## src/rtl/mrfb_pkg.sv

```systemverilog
// Package for the report frame builder: payload structs, byte sequence codes,
// frame constants and the byte-wide CRC-16/MODBUS update.
// No dependencies.
`default_nettype none

package mrfb_pkg;

	typedef struct packed {
		logic [15:0] reg_address;
		logic [6:0]  word_count;
		logic [15:0] word_value;
	} in_item_t;

	typedef struct packed {
		logic [7:0] out_byte;
		logic       last_byte;
	} out_item_t;

	// Which byte of the frame goes out next
	typedef enum logic [10:0] {
		S_HDR_DEV  = 11'b000_0000_0001,
		S_HDR_FUNC = 11'b000_0000_0010,
		S_HDR_AHI  = 11'b000_0000_0100,
		S_HDR_ALO  = 11'b000_0000_1000,
		S_HDR_ZERO = 11'b000_0001_0000,
		S_HDR_CNT  = 11'b000_0010_0000,
		S_HDR_BCNT = 11'b000_0100_0000,
		S_WORD_HI  = 11'b000_1000_0000,
		S_WORD_LO  = 11'b001_0000_0000,
		S_CRC_LO   = 11'b010_0000_0000,
		S_CRC_HI   = 11'b100_0000_0000
	} seq_t;

	localparam logic [7:0]  FUNC_CODE   = 8'h46;
	localparam logic [15:0] CRC_INIT    = 16'hFFFF;
	localparam logic [15:0] CRC_POLY    = 16'hA001;
	localparam logic [7:0]  DEV_RESET   = 8'h01;
	localparam logic        REG_DEV_ADR = 1'b0;

	function automatic logic [15:0] crc_byte(input logic [15:0] crc, input logic [7:0] b);
		logic [15:0] c;
		c = crc ^ {8'h00, b};
		for (int k = 0; k < 8; k++) begin
			if (c[0]) begin
				c = (c >> 1) ^ CRC_POLY;
			end else begin
				c = c >> 1;
			end
		end
		return c;
	endfunction

endpackage

`default_nettype wire

```

## src/rtl/modbus_report_frame_builder_top.sv

```systemverilog
// Report frame builder: turns data words into a serial byte stream with CRC.
// Depends on mrfb_pkg.
`default_nettype none

// One input item is held in an input register while a byte sequencer sends its
// bytes through the output register, one byte per cycle, with the CRC-16/MODBUS
// updated on each byte. An item inside a frame sends its word bytes, plus the
// CRC when it is the last word; the frame-opening item sends 7 header bytes,
// the first word unless the word count is zero, then the CRC if the frame ends.
// The next item is taken in the cycle its predecessor's last byte is loaded,
// so a stream of words runs at one byte per cycle as long as out_stall stays
// low. device_address lies at byte address 0 of the APB port and resets to 1.
module modbus_report_frame_builder_top (
	input  wire                 clk,
	input  wire                 arst_n,
	input  wire                 psel,
	input  wire                 penable,
	input  wire                 pwrite,
	input  wire [2:0]           paddr,
	input  wire [31:0]          pwdata,
	output logic [31:0]         prdata,
	output logic                pready,
	input  wire                 in_valid,
	output logic                in_stall,
	input  mrfb_pkg::in_item_t  in_item,
	output logic                out_valid,
	input  wire                 out_stall,
	output mrfb_pkg::out_item_t out_item
);

	logic [7:0]          dev_addr_q;
	mrfb_pkg::in_item_t  item_s1;
	logic                item_valid_q;
	mrfb_pkg::seq_t      seq_q;
	mrfb_pkg::seq_t      seq_next;
	logic [15:0]         crc_q;
	logic                frame_open_q;
	logic                frame_open_next;
	logic [6:0]          words_left_q;
	logic                out_valid_q;
	mrfb_pkg::out_item_t out_item_q;
	logic                out_free;
	logic                load;
	logic                item_done;
	logic                accept;
	logic [7:0]          cur_byte;
	logic                cur_is_crc;
	logic                last_word;

	// Configuration port
	assign pready = 1'b1;
	assign prdata = (paddr[2] == mrfb_pkg::REG_DEV_ADR) ? {24'h0, dev_addr_q} : 32'h0;

	always_ff @(posedge clk or negedge arst_n) begin
		if (!arst_n) begin
			dev_addr_q <= mrfb_pkg::DEV_RESET;
		end else if (psel && penable && pwrite && pready
				&& paddr[2] == mrfb_pkg::REG_DEV_ADR) begin
			dev_addr_q <= pwdata[7:0];
		end
	end

	assign out_free  = !out_valid_q || !out_stall;
	assign load      = item_valid_q && out_free;
	assign last_word = (words_left_q == 7'd1);

	always_comb begin
		cur_byte   = 8'h00;
		cur_is_crc = 1'b0;
		seq_next   = seq_q;
		item_done  = 1'b0;
		unique case (seq_q)
			mrfb_pkg::S_HDR_DEV: begin
				cur_byte = dev_addr_q;
				seq_next = mrfb_pkg::S_HDR_FUNC;
			end
			mrfb_pkg::S_HDR_FUNC: begin
				cur_byte = mrfb_pkg::FUNC_CODE;
				seq_next = mrfb_pkg::S_HDR_AHI;
			end
			mrfb_pkg::S_HDR_AHI: begin
				cur_byte = item_s1.reg_address[15:8];
				seq_next = mrfb_pkg::S_HDR_ALO;
			end
			mrfb_pkg::S_HDR_ALO: begin
				cur_byte = item_s1.reg_address[7:0];
				seq_next = mrfb_pkg::S_HDR_ZERO;
			end
			mrfb_pkg::S_HDR_ZERO: begin
				cur_byte = 8'h00;
				seq_next = mrfb_pkg::S_HDR_CNT;
			end
			mrfb_pkg::S_HDR_CNT: begin
				cur_byte = {1'b0, item_s1.word_count};
				seq_next = mrfb_pkg::S_HDR_BCNT;
			end
			mrfb_pkg::S_HDR_BCNT: begin
				cur_byte = {item_s1.word_count, 1'b0};
				seq_next = (item_s1.word_count == 7'd0) ? mrfb_pkg::S_CRC_LO
					: mrfb_pkg::S_WORD_HI;
			end
			mrfb_pkg::S_WORD_HI: begin
				cur_byte = item_s1.word_value[15:8];
				seq_next = mrfb_pkg::S_WORD_LO;
			end
			mrfb_pkg::S_WORD_LO: begin
				cur_byte = item_s1.word_value[7:0];
				if (last_word) begin
					seq_next = mrfb_pkg::S_CRC_LO;
				end else begin
					item_done = 1'b1;
				end
			end
			mrfb_pkg::S_CRC_LO: begin
				cur_byte   = crc_q[7:0];
				cur_is_crc = 1'b1;
				seq_next   = mrfb_pkg::S_CRC_HI;
			end
			mrfb_pkg::S_CRC_HI: begin
				cur_byte   = crc_q[15:8];
				cur_is_crc = 1'b1;
				item_done  = 1'b1;
			end
			default: begin
				cur_byte = 8'h00;
			end
		endcase
	end

	// Frame state as it stands once this cycle's byte is loaded
	always_comb begin
		frame_open_next = frame_open_q;
		if (load) begin
			if (seq_q == mrfb_pkg::S_HDR_BCNT && item_s1.word_count != 7'd0) begin
				frame_open_next = 1'b1;
			end else if (seq_q == mrfb_pkg::S_CRC_HI) begin
				frame_open_next = 1'b0;
			end
		end
	end

	assign in_stall = item_valid_q && !(load && item_done);
	assign accept   = in_valid && !in_stall;

	always_ff @(posedge clk or negedge arst_n) begin
		if (!arst_n) begin
			item_valid_q <= 1'b0;
			seq_q        <= mrfb_pkg::S_HDR_DEV;
			crc_q        <= mrfb_pkg::CRC_INIT;
			frame_open_q <= 1'b0;
			words_left_q <= 7'd0;
		end else begin
			frame_open_q <= frame_open_next;
			if (load) begin
				if (seq_q == mrfb_pkg::S_HDR_DEV) begin
					crc_q <= mrfb_pkg::crc_byte(mrfb_pkg::CRC_INIT, cur_byte);
				end else if (seq_q == mrfb_pkg::S_CRC_HI) begin
					crc_q <= mrfb_pkg::CRC_INIT;
				end else if (!cur_is_crc) begin
					crc_q <= mrfb_pkg::crc_byte(crc_q, cur_byte);
				end
				if (seq_q == mrfb_pkg::S_HDR_BCNT) begin
					words_left_q <= item_s1.word_count;
				end else if (seq_q == mrfb_pkg::S_WORD_LO) begin
					words_left_q <= words_left_q - 7'd1;
				end
			end
			if (accept) begin
				item_valid_q <= 1'b1;
				seq_q        <= frame_open_next ? mrfb_pkg::S_WORD_HI : mrfb_pkg::S_HDR_DEV;
			end else if (load) begin
				seq_q <= seq_next;
				if (item_done) begin
					item_valid_q <= 1'b0;
				end
			end
		end
	end

	// Input payload register
	always_ff @(posedge clk) begin
		if (accept) begin
			item_s1 <= in_item;
		end
	end

	// Output register
	always_ff @(posedge clk or negedge arst_n) begin
		if (!arst_n) begin
			out_valid_q <= 1'b0;
		end else if (out_free) begin
			out_valid_q <= load;
		end
	end

	always_ff @(posedge clk) begin
		if (load) begin
			out_item_q.out_byte  <= cur_byte;
			out_item_q.last_byte <= (seq_q == mrfb_pkg::S_CRC_HI);
		end
	end

	assign out_valid = out_valid_q;
	assign out_item  = out_item_q;

`ifndef ASSERT_OFF
	a_seq_onehot: assert property (@(posedge clk) disable iff (!arst_n)
		$onehot(seq_q))
		else $error("byte sequence code not one-hot");

	a_closed_no_words: assert property (@(posedge clk) disable iff (!arst_n)
		!frame_open_q |-> words_left_q == 7'd0)
		else $error("words pending outside an open frame");

	a_crc_hi_closes: assert property (@(posedge clk) disable iff (!arst_n)
		load && seq_q == mrfb_pkg::S_CRC_HI |=> !frame_open_q && crc_q == mrfb_pkg::CRC_INIT)
		else $error("frame not closed after CRC");

	a_last_word_crc: assert property (@(posedge clk) disable iff (!arst_n)
		load && seq_q == mrfb_pkg::S_WORD_LO && last_word |=> seq_q == mrfb_pkg::S_CRC_LO)
		else $error("CRC not appended after last word");

	a_last_marks_crc: assert property (@(posedge clk) disable iff (!arst_n)
		out_valid_q && out_item_q.last_byte |-> !frame_open_q || item_valid_q)
		else $error("last byte flagged inside an open frame");
`endif

endmodule

`default_nettype wire
```

## config.mk

```make
export PLATFORM = sky130hd
export DESIGN_NAME = modbus_report_frame_builder_top
export DESIGN_NICKNAME = d
export VERILOG_FILES = /design/src/rtl/mrfb_pkg.sv /design/src/rtl/modbus_report_frame_builder_top.sv
export SDC_FILE = /design/constraint.sdc
export NUM_CORES = 1
export LEC_CHECK = 0
export ABC_AREA = 1
export BUFFER_PORTS_ARGS = -buffer_cell sky130_fd_sc_hd__buf_2
export CORE_AREA = 5 5 104 106
export DETAILED_ROUTE_END_ITERATION = 16
export DIE_AREA = 0 0 109 111
export PLACE_DENSITY = 0.75
export SLEW_MARGIN = 20
export SYNTH_ARGS = -nofsm -noshare
export SYNTH_HDL_FRONTEND = slang
export SYNTH_SLANG_ARGS = --single-unit
```

## constraint.sdc

```tcl
create_clock -name clk -period 4 [get_ports clk]
set_input_delay 1.2 -clock clk [delete_from_list [all_inputs] [get_ports clk]]
set_output_delay 1.2 -clock clk [all_outputs]
set_load 0.05 [all_outputs]
```

# Word-level counts from Yosys, hierarchy flattened
# Cells that the tools add are included.
# W data, S select, Z words.
dict set report classes {
  add_sub_neg 1
  n_mul 0
  div 0
  order_cmp 0
  eq_ne 14
  n_shift 0
  mux 80
  n_bitwise 19
  n_reduce_logical 24
}
# cell count
set ops {}
lappend ops {{$mux W16} 61}
lappend ops {{$pmux W11 S10} 1}
lappend ops {{$pmux W8 S10} 1}
lappend ops {{$not A2 Y3} 16}
lappend ops {{$mux W11} 3}
lappend ops {{$mux W8} 2}
lappend ops {{$not A8 Y16} 1}
lappend ops {{$xor A16 B8 Y16} 1}
lappend ops {{$mux W7} 2}
lappend ops {{$eq A11 B1 Y1 const B} 1}
lappend ops {{$eq A11 B10 Y1 const B} 1}
lappend ops {{$eq A11 B11 Y1 const B} 1}
lappend ops {{$eq A11 B2 Y1 const B} 1}
lappend ops {{$eq A11 B3 Y1 const B} 1}
lappend ops {{$eq A11 B4 Y1 const B} 1}
lappend ops {{$eq A11 B5 Y1 const B} 1}
lappend ops {{$eq A11 B6 Y1 const B} 1}
lappend ops {{$eq A11 B7 Y1 const B} 1}
lappend ops {{$eq A11 B8 Y1 const B} 1}
lappend ops {{$eq A11 B9 Y1 const B} 1}
lappend ops {{$reduce_bool A11 Y1} 1}
lappend ops {{$mux W10} 1}
lappend ops {{$logic_and A1 B1 Y1} 8}
lappend ops {{$mux W1} 8}
lappend ops {{other kinds (14)} 21}
dict set report word_totals {
  ff_bits 93
  latch_bits 0
  mem_bits_rw 0
  romBits 0
  input_bits 81
  output_inout_bits 44
  word_cells 150
  memories 0
}

# Longest topological paths before layout
dict set report logic_depth {
  ltp_word 50
  depth_mapped 23
  depth_no_buf 23
}

# Worst setup path before layout
# Ideal clock, no wire load.
dict set report synth_timing {
  kind {in2reg}
  startpoint {input out_stall}
  endpoint {register seq_q[4]}
  setup_time_ns 0.126
  t_arrival_ns 4.003
  required_time_ns 3.874
  path_slack_ns -0.130
  cell_stages 6
  n_path_buf 0
  path_cell_list {nand2_1 > a21oi_1 > nor2_1 > nor2_1 > inv_2 > o21ai_0}
}
dict set report synth_via {
  elab_chain_cells 10
  word_cells_on_any_way 13
  cone_classes {eq/ne (1); mux (1); reduce/logical (11)}
}
# element line_no
set synth_rtl {}
lappend synth_rtl {{from (decl)} modbus_report_frame_builder_top.sv:27} ;# input wire out_stall,
lappend synth_rtl {{$logic_not A1 Y1 *} modbus_report_frame_builder_top.sv:63} ;# assign out_free = !out_valid_q || !out_stall;
lappend synth_rtl {{$logic_or A1 B1 Y1 *} modbus_report_frame_builder_top.sv:63}
lappend synth_rtl {{$logic_and A1 B1 Y1 *} modbus_report_frame_builder_top.sv:64} ;# assign load = item_valid_q && out_free;
lappend synth_rtl {{$logic_and A1 B1 Y1 *} modbus_report_frame_builder_top.sv:142} ;# assign in_stall = item_valid_q && !(load && item_done);
lappend synth_rtl {{$logic_not A1 Y1 *} modbus_report_frame_builder_top.sv:142}
lappend synth_rtl {{$logic_and A1 B1 Y1 *} modbus_report_frame_builder_top.sv:142}
lappend synth_rtl {{via in_stall} modbus_report_frame_builder_top.sv:24} ;# output logic in_stall,
lappend synth_rtl {{$logic_not A1 Y1 *} modbus_report_frame_builder_top.sv:143} ;# assign accept = in_valid && !in_stall;
lappend synth_rtl {{$logic_and A1 B1 Y1 *} modbus_report_frame_builder_top.sv:143}
lappend synth_rtl {{via accept} modbus_report_frame_builder_top.sv:45} ;# logic accept;
lappend synth_rtl {{$reduce_bool A11 Y1 (no source line), or another cell as far along} --}
lappend synth_rtl {{$reduce_and A3 Y1 (no source line)} --}
lappend synth_rtl {{to (signal assigned)} modbus_report_frame_builder_top.sv:148} ;# seq_q <= mrfb_pkg::S_HDR_DEV;
lappend synth_rtl {{to (signal assigned)} modbus_report_frame_builder_top.sv:170} ;# seq_q <= frame_open_next ? mrfb_pkg::S_WORD_HI : mrfb_pkg::S_HDR_DEV;
lappend synth_rtl {{to (signal assigned)} modbus_report_frame_builder_top.sv:172} ;# seq_q <= seq_next;
lappend synth_rtl {{to (decl)} modbus_report_frame_builder_top.sv:34} ;# mrfb_pkg::seq_t seq_q;
# The timed path passes the listed nets; every way through them passes the cells marked *.
# A chain may end at the register's enable or synchronous reset.

# Final worst setup path
dict set report layout_timing {
  startpoint {register seq_q[0]}
  endpoint {output in_stall}
}
dict set report layout_via {
  elab_chain_cells 5
  word_cells_on_any_way 6
  cone_classes {eq/ne (2); mux (1); reduce/logical (3)}
}
# element line_no
set layout_rtl {}
lappend layout_rtl {{$eq A11 B11 Y1 or $eq A11 B9 Y1 (tied branches)} modbus_report_frame_builder_top.sv:72} ;# unique case (seq_q)
lappend layout_rtl {{$pmux W1 S2 *} modbus_report_frame_builder_top.sv:72}
lappend layout_rtl {{$logic_and A1 B1 Y1 *} modbus_report_frame_builder_top.sv:142}
lappend layout_rtl {{$logic_not A1 Y1 *} modbus_report_frame_builder_top.sv:142}
lappend layout_rtl {{$logic_and A1 B1 Y1 *} modbus_report_frame_builder_top.sv:142}
lappend layout_rtl {{to (decl)} modbus_report_frame_builder_top.sv:24}
# Every way passes the cells marked *; elsewhere a longest branch is shown, timed or not.

==> impl_metrics.py <==
metrics = {
    "grt": {
        "grtUsageMet2_pct": 33.3,
        "grt_max_degree": 46,
        "use_met3_pct": 4.66,
        "antenna_found_initial": 0,
        "grt_pass1_vias": 4139,
        "grt_pass1_wl_um": 19900,
        "grtUsageTotal_pct": 21.1,
        "grt_use_met1_pct": 27.9,
        "busiest_layer": "met2",
        "overflow": 0,
    },
    "timing": {
        "finalSetupTns_ns": 0,
        "rsz0062_at_grt": "no",
        "finalHoldViolCount": 0,
        "fin_skew_ns": 0.00832,
        "worstMarginPinSlew_ns": 0.950,
        "slew_headroom_pct": 36.7,
        "drv_slew": 0,
        "min_period_over_period_pct": 91.2,
        "timing.fmax_ghz": 0.274,
        "setup_slack_ns": 0.352,
        "setup_viol": 0,
        "fin_crit_ns": 3.65,
    },
    "route": {
        "drc_errors": 0,
        "vias_per_cell": 5.34,
        "avgRoutedWirePerCell_um": 15.5,
        "drt-initial-drc-count": 329,
        "ant_nets": 0,
        "routed_wirelength_um": 12300,
        "vias": 4218,
        "firstDrtPassIters": 5,
    },
    "pwr": {
        "power_per_cell_area_nw_per_um2": 449,
        "p_leak_nw": 2.84,
        "ir_worst_vdd_mv": 0.229,
    },
    "clock_network": {
        "htreeDepth": 3,
        "clock-sinks": 93,
        "cts_resized": 0,
        "numCtsBuffers": 9,
        "path_clk_slew_ns": 0.10,
        "cts_tree": "yes",
        "cts_buffer_depth": 2,
        "cts_hold_buf": 0,
        "postCtsSetupBuffers": 0,
        "root_buffer": "clkbuf_8",
        "clk_latency_ns": 0.38,
    },
    "final_layout": {
        "drive_above_1_share_pct": 26.9,
        "mostFrequentLayoutCells": "nand2_1 (109), buf_2 (72), inv_1 (56), nor2_1 (52), edfxtp_1 (48)",
        "diodes": 0,
        "num-nets-final": 735,
        "layout_commonest_cell": "nand2_1",
        "area_growth_pct": 12.6,
    },
    "synthesis": {
        "synth_area_sq_um": 5150,
        "yosys.area.top_type": "edfxtp_1",
        "ys_warn_count": 0,
        "ys_types": 46,
        "avgSynthCellArea_sq_um": 8.95,
        "synthesis.instances": 576,
        "synth.area.top_cells": "edfxtp_1 (28%), dfrtp_1 (13%), dfstp_2 (9.2%)",
        "synth_seq_cells": 93,
        "yosysTopAreaCellShare_pct": 28.0,
        "yosysSeqAreaShare_pct": 50.2,
    },
    "worst_setup_path": {
        "worst-setup-path-type": "flop to primary output",
        "arrival_ns": 2.45,
        "end_kind": "primary output",
        "critPathLaunchType": "flop",
        "cp_data_required_time_ns": 2.80,
        "critPathMaxFanout": 9,
    },
    "die": {
        "pin_count": 125,
        "core_area_sq_um": 9680,
        "rows": 36,
        "start_util_pct": 53.2,
        "die_x_um": 109,
        "dieArea_sq_um": 12100,
        "die_h_um": 111,
    },
    "job": {
        "maxCapViolations": 0,
    },
    "run_status": {
        "status": "completed",
    },
    "placement": {
        "finalWeightedCongestion": 0.897,
        "portBuffers": 73,
        "hpwl_um": 9190,
        "pre_cts_ws_ns": 0.769,
    },
    "hold_path": {
        "hold_class": "flop to flop",
    },
}
## state kept, by name (all words and copies together) (netlist names)
| signal | flops |
|---|---|
| item_s1 | 39 |
| crc_q | 16 |
| seq_q | 11 |
| out_item | 9 |
| dev_addr_q | 8 |
| words_left_q | 7 |
| frame_open_q | 1 |
| item_valid_q | 1 |
| out_valid | 1 |
## worst max-delay path, cell delays in order (launching register included)
cell     delay, ns
dfstp_2       0.55
nor2_1        0.05
nand2_2       0.20
nor2_8        0.08
nand2_2       0.14
inv_2         0.11
o21ai_0       0.18
nand2_1       0.11
a21oi_1       0.31
buf_2         0.33
## kinds of logic after synthesis
logic type	share of synthesized area (%)
and+or+nand+nor	25.8
buffers and inverters	9.78
DFF	50.2
AOI/OAI and AO/OA	10.2
xor gates and xnor gates	3.35
adders and majority gates	0.485
other	0.146
## Yosys cell counts (all sizes together)
cell type and number:
nand2 129, inv 72, nor2 67, nand3 49
edfxtp 48, o21ai 36, buf 27, dfrtp 27
a21oi 19, dfstp 18, xor2 15, o22ai 10
nand4 9, clkbuf 7, a31oi 6, a221oi 5
nor3 5, o221ai 5, o211ai 3, xnor2 3
a211oi 2, conb 2, ha 2, nor4 2
or2 2, a21boi 1, and2 1, clkinv 1
nand3b 1, nor3b 1, o311ai 1
## power breakdown
| group | internal [mW] | total [mW] | switching (mW) |
|---|---|---|---|
| clock | 0.363 | 0.721 | 0.359 |
| sequential | 1.15 | 1.22 | 0.0625 |
| combinational | 0.221 | 0.671 | 0.450 |
## per-layer routing
layer / vias to the layer above / wire length [um]
met5: - / 0
met2: 184 / 5790
li1: 2033 / -
met1: 1978 / 5260
met3: 23 / 977
met4: 0 / 250
## area by class of cell
type,instances,area (sq um)
Multi-Input combinational cell,399,2150
Inverter,73,274
Fill cell,844,3880
Clock inverter,7,106
Tap cell,133,166
Sequential cell,93,2590
Clock buffer,9,124
Timing Repair Buffer,76,390
## stage by stage
stage	power, mW	hold WS (ns)	cells	cell area (sq um)	utilization (%)
global route	2.75	0.517	790	5810	59.9
detailed placement	1.89	0.480	774	5570	57.5
CTS	2.61	0.502	790	5800	59.9
floorplan	1.76	0.447	599	5240	-
finish	2.61	0.497	790	5810	59.9
global placement	1.86	0.462	774	5570	57.5
## worst paths after layout
path | from | endpoint | slack (ns) | cells past startpoint
max | seq_q[0] | in_stall | 0.35 | 9
min | item_valid_q | out_valid | 0.50 | 2
max reg2reg | seq_q[9] | crc_q[0] | 0.96 | 21
min reg2reg | item_valid_q | out_valid | 0.50 | 2
max in group asynchronous | arst_n | frame_open_q | 2.76 | 1
min in group asynchronous | arst_n | dev_addr_q[7] | 0.82 | 1
Note: power is estimated with default switching activity, not from simulation.
